--- src/rtl/core/pal_pkg.sv ---
// pal_pkg: shared types and constants for the positional array list
// request mode codes, sequencer states and the result bundle
// no dependencies
`timescale 1ns / 1ps

package pal_pkg;

    // fixed field widths
    localparam int DATA_W      = 32;
    localparam int POS_W       = 12;
    localparam int COUNT_OUT_W = 7;

    // default list capacity
    localparam int CAPACITY_DEF = 64;

    // request modes
    typedef enum logic [1:0] {
        MODE_READ   = 2'd0,
        MODE_WRITE  = 2'd1,
        MODE_INSERT = 2'd2,
        MODE_REMOVE = 2'd3
    } mode_t;

    // sequencer states
    typedef enum logic [1:0] {
        ST_IDLE    = 2'd0,
        ST_RD_WAIT = 2'd1,
        ST_SHIFT   = 2'd2,
        ST_DONE    = 2'd3
    } state_t;

    // one result transaction
    typedef struct packed {
        logic                     ok;
        logic signed [DATA_W-1:0] read_value;
        logic [COUNT_OUT_W-1:0]   count;
        logic                     is_empty;
        logic                     is_full;
    } res_t;

endpackage

--- src/rtl/core/pal_ram.sv ---
// pal_ram: generic single-write, single-read synchronous ram
// read data registered; no dependencies
`timescale 1ns / 1ps

module pal_ram #(
    parameter int WIDTH = 32,
    parameter int DEPTH = 64,
    localparam int AW = (DEPTH > 1) ? $clog2(DEPTH) : 1
) (
    input  logic             aclk,
    input  logic             we,
    input  logic [AW-1:0]    waddr,
    input  logic [WIDTH-1:0] wdata,
    input  logic [AW-1:0]    raddr,
    output logic [WIDTH-1:0] rdata
);

    logic [WIDTH-1:0] mem [DEPTH];

    // write port and registered read port
    always_ff @(posedge aclk) begin
        if (we) begin
            mem[waddr] <= wdata;
        end
        rdata <= mem[raddr];
    end

endmodule

--- src/rtl/core/pal_seq.sv ---
// pal_seq: request sequencer for the positional array list
// checks positions, drives the element ram and moves one element per cycle
// depends on pal_pkg
`timescale 1ns / 1ps

module pal_seq import pal_pkg::*; #(
    parameter int CAPACITY = CAPACITY_DEF,
    localparam int AW = (CAPACITY > 1) ? $clog2(CAPACITY) : 1
) (
    input  logic              aclk,
    input  logic              aresetn,
    // request side
    input  logic              in_valid,
    output logic              in_ready,
    input  logic [1:0]        in_mode,
    input  logic [POS_W-1:0]  in_position,
    input  logic [DATA_W-1:0] in_value,
    // result side
    output logic              res_valid,
    input  logic              res_ready,
    output res_t              res,
    // element ram
    output logic              ram_we,
    output logic [AW-1:0]     ram_waddr,
    output logic [DATA_W-1:0] ram_wdata,
    output logic [AW-1:0]     ram_raddr,
    input  logic [DATA_W-1:0] ram_rdata
);

    localparam int CW = $clog2(CAPACITY + 1);
    localparam int XW = POS_W + 1;
    localparam int EW = CW + COUNT_OUT_W;

    state_t            state_reg, state_next;
    logic [CW-1:0]     count_reg, count_next;
    logic              pend_reg, pend_next;
    mode_t             mode_reg, mode_next;
    logic [AW-1:0]     pos_m1_reg, pos_m1_next;
    logic [DATA_W-1:0] val_reg, val_next;
    logic              ok_reg, ok_next;
    logic [DATA_W-1:0] rd_reg, rd_next;
    logic [CW-1:0]     moves_reg, moves_next;
    logic [AW-1:0]     rd_idx_reg, rd_idx_next;
    logic [AW-1:0]     pend_addr_reg, pend_addr_next;

    logic [POS_W-1:0]  pos_m1_full;
    logic [XW-1:0]     pos_x;
    logic [XW-1:0]     cnt_x;
    logic [XW-1:0]     ins_moves_x;
    logic [XW-1:0]     rem_moves_x;
    logic              in_range;
    logic              ins_range;
    logic              is_insert;
    mode_t             req_mode;
    logic [EW-1:0]     cnt_ext;

    // position checks against the current count
    assign pos_m1_full = in_position - POS_W'(1);
    assign pos_x       = XW'(in_position);
    assign cnt_x       = XW'(count_reg);
    assign ins_moves_x = cnt_x - pos_x + XW'(1);
    assign rem_moves_x = cnt_x - pos_x;
    assign in_range    = (in_position != '0) && (pos_x <= cnt_x);
    assign ins_range   = (count_reg != CW'(CAPACITY)) && (in_position != '0)
                         && (pos_x <= cnt_x + XW'(1));
    assign req_mode    = mode_t'(in_mode);
    assign is_insert   = (mode_reg == MODE_INSERT);

    // control registers
    always_ff @(posedge aclk) begin
        if (!aresetn) begin
            state_reg <= ST_IDLE;
            count_reg <= '0;
            pend_reg  <= 1'b0;
        end else begin
            state_reg <= state_next;
            count_reg <= count_next;
            pend_reg  <= pend_next;
        end
    end

    // request payload and shift pointers
    always_ff @(posedge aclk) begin
        mode_reg      <= mode_next;
        pos_m1_reg    <= pos_m1_next;
        val_reg       <= val_next;
        ok_reg        <= ok_next;
        rd_reg        <= rd_next;
        moves_reg     <= moves_next;
        rd_idx_reg    <= rd_idx_next;
        pend_addr_reg <= pend_addr_next;
    end

    // next state, ram access and handshakes
    always_comb begin
        state_next     = state_reg;
        count_next     = count_reg;
        pend_next      = pend_reg;
        mode_next      = mode_reg;
        pos_m1_next    = pos_m1_reg;
        val_next       = val_reg;
        ok_next        = ok_reg;
        rd_next        = rd_reg;
        moves_next     = moves_reg;
        rd_idx_next    = rd_idx_reg;
        pend_addr_next = pend_addr_reg;

        in_ready  = 1'b0;
        res_valid = 1'b0;
        ram_we    = 1'b0;
        ram_waddr = pend_addr_reg;
        ram_wdata = ram_rdata;
        ram_raddr = rd_idx_reg;

        case (state_reg)
            ST_IDLE: begin
                in_ready  = 1'b1;
                ram_raddr = pos_m1_full[AW-1:0];
                if (in_valid) begin
                    mode_next   = req_mode;
                    pos_m1_next = pos_m1_full[AW-1:0];
                    val_next    = in_value;
                    rd_next     = '0;
                    pend_next   = 1'b0;
                    case (req_mode)
                        MODE_READ: begin
                            ok_next    = in_range;
                            state_next = in_range ? ST_RD_WAIT : ST_DONE;
                        end
                        MODE_WRITE: begin
                            ok_next    = in_range;
                            ram_we     = in_range;
                            ram_waddr  = pos_m1_full[AW-1:0];
                            ram_wdata  = in_value;
                            state_next = ST_DONE;
                        end
                        MODE_INSERT: begin
                            // move entries count-1 down to pos-1 up one place
                            ok_next     = ins_range;
                            moves_next  = ins_moves_x[CW-1:0];
                            rd_idx_next = AW'(count_reg - CW'(1));
                            state_next  = ins_range ? ST_SHIFT : ST_DONE;
                        end
                        default: begin
                            // move entries pos up to count-1 down one place
                            ok_next     = in_range;
                            moves_next  = rem_moves_x[CW-1:0];
                            rd_idx_next = pos_x[AW-1:0];
                            state_next  = in_range ? ST_SHIFT : ST_DONE;
                        end
                    endcase
                end
            end
            ST_RD_WAIT: begin
                rd_next    = ram_rdata;
                state_next = ST_DONE;
            end
            ST_SHIFT: begin
                // write back the element read in the previous cycle
                ram_we = pend_reg;
                if (moves_reg != '0) begin
                    rd_idx_next    = is_insert ? rd_idx_reg - AW'(1) : rd_idx_reg + AW'(1);
                    pend_addr_next = is_insert ? rd_idx_reg + AW'(1) : rd_idx_reg - AW'(1);
                    moves_next     = moves_reg - CW'(1);
                    pend_next      = 1'b1;
                end else begin
                    pend_next = 1'b0;
                end
                // shift drained: place the new element and update the count
                if (moves_reg == '0 && !pend_reg) begin
                    if (is_insert) begin
                        ram_we     = 1'b1;
                        ram_waddr  = pos_m1_reg;
                        ram_wdata  = val_reg;
                        count_next = count_reg + CW'(1);
                    end else begin
                        count_next = count_reg - CW'(1);
                    end
                    state_next = ST_DONE;
                end
            end
            ST_DONE: begin
                res_valid = 1'b1;
                if (res_ready) begin
                    state_next = ST_IDLE;
                end
            end
            default: begin
                state_next = ST_IDLE;
            end
        endcase
    end

    // result bundle, count reported in its low bits
    assign cnt_ext        = EW'(count_reg);
    assign res.ok         = ok_reg;
    assign res.read_value = rd_reg;
    assign res.count      = cnt_ext[COUNT_OUT_W-1:0];
    assign res.is_empty   = (count_reg == '0);
    assign res.is_full    = (count_reg == CW'(CAPACITY));

endmodule

--- src/rtl/core/positional_array_list.sv ---
// Positional array list: an ordered list of up to CAPACITY signed 32-bit
// values addressed by 1-based position, held in one synchronous ram. Each
// transaction reads, overwrites, inserts before or removes at a position and
// returns one result with ok, read value, count and empty/full flags. A
// request is taken only when the sequencer is idle; a finished result waits
// in an output register, so the next request can be taken while it is
// pending. An overwrite or a rejected request goes straight to the result,
// a read waits for the registered ram data, and remove and insert first
// shift the elements from the position to the end of the list, one
// element per cycle through the single write port of the element ram. Reset
// empties the list; the ram needs no clearing pass.
//
// top level: instantiates pal_seq and pal_ram, holds the output register
// depends on pal_pkg
`timescale 1ns / 1ps

module positional_array_list import pal_pkg::*; #(
    parameter int CAPACITY = CAPACITY_DEF
) (
    input  logic                     aclk,
    input  logic                     aresetn,
    // request channel
    input  logic                     s_valid,
    output logic                     s_ready,
    input  logic [1:0]               s_mode,
    input  logic [POS_W-1:0]         s_position,
    input  logic signed [DATA_W-1:0] s_value,
    // result channel
    output logic                     m_valid,
    input  logic                     m_ready,
    output logic                     m_ok,
    output logic signed [DATA_W-1:0] m_read_value,
    output logic [COUNT_OUT_W-1:0]   m_count,
    output logic                     m_is_empty,
    output logic                     m_is_full
);

    localparam int AW = (CAPACITY > 1) ? $clog2(CAPACITY) : 1;

    logic              res_valid;
    logic              res_ready;
    res_t              res;
    logic              ram_we;
    logic [AW-1:0]     ram_waddr;
    logic [DATA_W-1:0] ram_wdata;
    logic [AW-1:0]     ram_raddr;
    logic [DATA_W-1:0] ram_rdata;

    logic              m_valid_reg, m_valid_next;
    res_t              out_reg;

    pal_seq #(
        .CAPACITY (CAPACITY)
    ) u_seq (
        .aclk        (aclk),
        .aresetn     (aresetn),
        .in_valid    (s_valid),
        .in_ready    (s_ready),
        .in_mode     (s_mode),
        .in_position (s_position),
        .in_value    (s_value),
        .res_valid   (res_valid),
        .res_ready   (res_ready),
        .res         (res),
        .ram_we      (ram_we),
        .ram_waddr   (ram_waddr),
        .ram_wdata   (ram_wdata),
        .ram_raddr   (ram_raddr),
        .ram_rdata   (ram_rdata)
    );

    pal_ram #(
        .WIDTH (DATA_W),
        .DEPTH (CAPACITY)
    ) u_ram (
        .aclk  (aclk),
        .we    (ram_we),
        .waddr (ram_waddr),
        .wdata (ram_wdata),
        .raddr (ram_raddr),
        .rdata (ram_rdata)
    );

    // output register takes a result when empty or being drained
    assign res_ready = !m_valid_reg || m_ready;

    always_comb begin
        m_valid_next = m_valid_reg;
        if (res_valid && res_ready) begin
            m_valid_next = 1'b1;
        end else if (m_ready) begin
            m_valid_next = 1'b0;
        end
    end

    always_ff @(posedge aclk) begin
        if (!aresetn) begin
            m_valid_reg <= 1'b0;
        end else begin
            m_valid_reg <= m_valid_next;
        end
    end

    always_ff @(posedge aclk) begin
        if (res_valid && res_ready) begin
            out_reg <= res;
        end
    end

    assign m_valid      = m_valid_reg;
    assign m_ok         = out_reg.ok;
    assign m_read_value = out_reg.read_value;
    assign m_count      = out_reg.count;
    assign m_is_empty   = out_reg.is_empty;
    assign m_is_full    = out_reg.is_full;

endmodule

--- config.mk ---
export PLATFORM = sky130hd
export DESIGN_NAME = positional_array_list
export DESIGN_NICKNAME = d
export VERILOG_FILES = /design/src/rtl/core/pal_pkg.sv /design/src/rtl/core/pal_ram.sv /design/src/rtl/core/pal_seq.sv /design/src/rtl/core/positional_array_list.sv
export SDC_FILE = /design/constraint.sdc
export NUM_CORES = 2
export LEC_CHECK = 0
export BUFFER_PORTS_ARGS = -buffer_cell sky130_fd_sc_hd__buf_2
export CAP_MARGIN = 15
export CORE_ASPECT_RATIO = 0.9
export CORE_MARGIN = 2
export CORE_UTILIZATION = 47
export CTS_CLUSTER_DIAMETER = 50
export DETAILED_ROUTE_END_ITERATION = 8
export PLACE_DENSITY = 0.6
export SLEW_MARGIN = 5
export SYNTH_ARGS = -nofsm -noshare
export SYNTH_HDL_FRONTEND = slang
export SYNTH_HIERARCHICAL = 1
export SYNTH_SLANG_ARGS = --single-unit
--- constraint.sdc ---
create_clock -name aclk -period 9.6 [get_ports aclk]
set_input_delay 0.48 -clock aclk [delete_from_list [all_inputs] [get_ports aclk]]
set_output_delay 0.48 -clock aclk [all_outputs]
set_load 0.005 [all_outputs]
==> impl_metrics.toml <==
[pwr]
seq_power_share = 0.411
ir_drop_mv = 0.290
pwr-share-clk = 0.253
swShare = 0.350
p_sw_mw = 11.5
power.leakage_nw = 31.0
p_int_mw = 21.3
comb_power_share = 0.335
p_per_area_nw_per_um2 = 336

[critical_path]
crit_path_end_kind = "flop"
critPathLaunchType = "flop"
cpMaxStageDelayCell = "mux2i_4"
crit_required_ns = 10.28
crit_fanout = 38
critical-path-max-stage-delay_ns = 0.90
arrival_ns = 6.23
cp_cell_sequence = "inv_1 -> ha_2 -> mux2i_4 -> buf_4 -> buf_4 -> mux4_2 -> mux4_2 -> o22ai_1 -> nor2_1"
crit_type = "flop to flop"

[sta]
skew_ns = 0.0474
max_clock_freq_ghz = 0.180
layout_min_cycle_time_ns = 5.55
setup_ws_ns = 4.05
finalHoldViolations = 0
setup_viol = 0
slew_headroom = 0.103
drv_slew = 0
holdWs_ns = 0.115
post-route-period-util = 0.578
rsz0062_at_grt = "no"
tightest_slew_ns = 1.34
fin_tns_setup_ns = 0

[global_routing]
grt_overflow = 0
antenna_found_initial = 19
grt_max_degree = 107
grt_pass1_vias = 41900
grt_pass1_wl_um = 321000
track_usage = 0.246

[logic_synthesis]
syn-cell-area_um2 = 86200
ys.warnings.count = 6
synth.distinct_cells = 69
ys_seq_area_frac = 0.771
syn-instance-count = 3969
synth-async-reset-ratio = 0
ys.flop_type = "edfxtp_1"
syn_area_per_cell_um2 = 21.7
synth_edf_count = 2182
synth-seq-cells = 2225
syn-num-nets = 4057

[cells_and_area]
largest-register = "u_ram/mem"
instances_no_fill = 6862
final_cell_mix = "2182 x edfxtp_1, 544 x mux4_2, 218 x clkbuf_16, 134 x buf_4, 107 x mux2i_1"
layout-drive-gt1-share = 0.277
layout_commonest_cell = "edfxtp_1"
largest_reg_flops = 2048
fin_nets = 4336
syn_to_final_growth_pct = 13.6

[drt]
via_per_inst = 6.17
detail_route.wl_per_cell_um = 33.3
final_antenna_net_count = 0
drc_errors = 0
drt_iter0_markers = 5714
drt_first_pass_iters = 8
finalWirelength_um = 229000
vias = 42400

[job]
cap_violations = 0

[floorplan]
die_x_um = 455
die-area_um2 = 187000
io_pins = 94
die_h_um = 410
coreArea_um2 = 183000
row_count = 149
start_util = 0.472

[placement]
dp_slack_ns = 4.02
routabilityCongestion = 0.840
numPortBuffers = 93
dp_cells = 6406
dp_hpwl_um = 128000

[clock_network]
clkTransAtPathRegs_ns = 0.06
clk_latency_ns = 0.86
clockRootBuffer = "clkbuf_16"
cts_resized = 0
cts.path.max_buffers = 3
cts_tree = "yes"
cts_sinks = 2225
cts_buffers = 215
htree_num_levels = 4

[run_status]
status = "finished clean"

[worst_hold_path]
hold_class = "primary input to flop"
## repair_timing
action,CTS,global route
setup endpoints to repair,0,0
hold buffers,37,0
buffers inserted,0,0
endpoints found under the hold margin,37,0
## layout make-up
class	count	area, um2
Clock buffer	305	5990
Sequential cell	2225	66400
Timing Repair Buffer	278	2120
Antenna cell	8	20.0
Tap cell	2416	3020
Inverter	58	218
Fill cell	13900	84800
Multi-Input combinational cell	1470	19100
Clock inverter	102	971
## worst paths after layout
| path | startpoint | endpoint | slack (ns) | depth (start not counted) |
|---|---|---|---|---|
| setup / recovery | u_seq/state_reg[0] | u_ram/rdata[0] | 4.05 | 9 |
| hold / removal | s_position[0] | u_seq/pos_m1_reg[0] | 0.12 | 2 |
| setup reg to reg | u_seq/state_reg[0] | u_ram/rdata[0] | 4.05 | 9 |
| hold reg to reg | u_seq/rd_reg[22] | m_read_value[22] | 0.41 | 0 |
## metal layers
metal | GRT usage | part of all wire | vias to the layer above
met5 | 0 | 0.00013 | -
met1 | 0.351 | 0.40 | 22800
li1 | - | - | 17300
met3 | 0.0663 | 0.10 | 266
met4 | 0.0662 | 0.025 | 6
met2 | 0.377 | 0.47 | 2001
## metrics by stage
step                power [mW]  utilization  area, um2
global route              33.9        0.536      97900
global placement          24.6        0.495      90400
floorplan                 19.9            -      86200
detailed placement        24.7        0.495      90400
finish                    32.8        0.536      97900
CTS                       33.0        0.535      97800
## power groups by stage
stage          clock network, mW  logic [mW]  registers (mW)
2_1_floorplan                  0        6.29            13.6
3_3_place_gp                   0        10.9            13.7
3_5_place_dp                   0        11.0            13.7
4_1_cts                     8.44        11.0            13.5
5_1_grt                     8.84        11.6            13.5
6_report                    8.31        11.0            13.5
## Yosys cell counts, types with 4 or more instances
cell	number	area, um2
edfxtp_1	2182	65500
nor3_1	16	80.1
mux2_2	15	169
buf_4	26	195
clkbuf_1	98	368
ha_1	37	463
a41o_1	4	40.0
a31oi_1	5	31.3
nand3b_1	7	52.6
mux2i_1	109	1090
o211ai_1	4	30.0
o22ai_1	84	526
and2_1	40	250
a22oi_1	23	173
dfxtp_1	43	861
or3b_2	5	43.8
a222oi_1	25	250
nor2b_1	22	138
nand4_1	7	43.8
nand2_1	54	203
buf_1	26	97.6
nor2_1	163	612
a21oi_1	79	395
a211oi_1	4	30.0
and3_1	11	68.8
a21o_1	4	30.0
buf_6	7	78.8
a311oi_1	9	78.8
nand3_1	17	85.1
o32ai_1	4	35.0
inv_1	57	214
nand2b_1	13	81.3
o221ai_1	28	245
buf_2	59	295
or3_1	8	50.1
xnor2_1	26	228
o21ai_0	45	225
xor2_1	11	96.3
mux4_2	544	12300
## kinds of logic (layout without fill, tap and decap cells)
logic type / count (synthesis) / count (layout) / share of synthesized area
compound gates: 341 / 341 / 0.0266
xor+xnor: 37 / 37 / 0.00376
fa+ha+maj: 38 / 38 / 0.00561
buf+inv: 274 / 743 / 0.0145
flops: 2225 / 2225 / 0.771
mux: 668 / 668 / 0.157
other cells: 0 / 8 / 0
simple gates: 386 / 386 / 0.0222
## critical path: cells and delay by family (launching register included)
family	cells	cell delay [ns]
mux	3	2.04
buf+inv	3	1.32
compound gates	1	0.75
fa+ha+maj	1	0.73
flops	1	0.35
simple gates	1	0.12
Note: power is estimated with default switching activity, not from simulation.
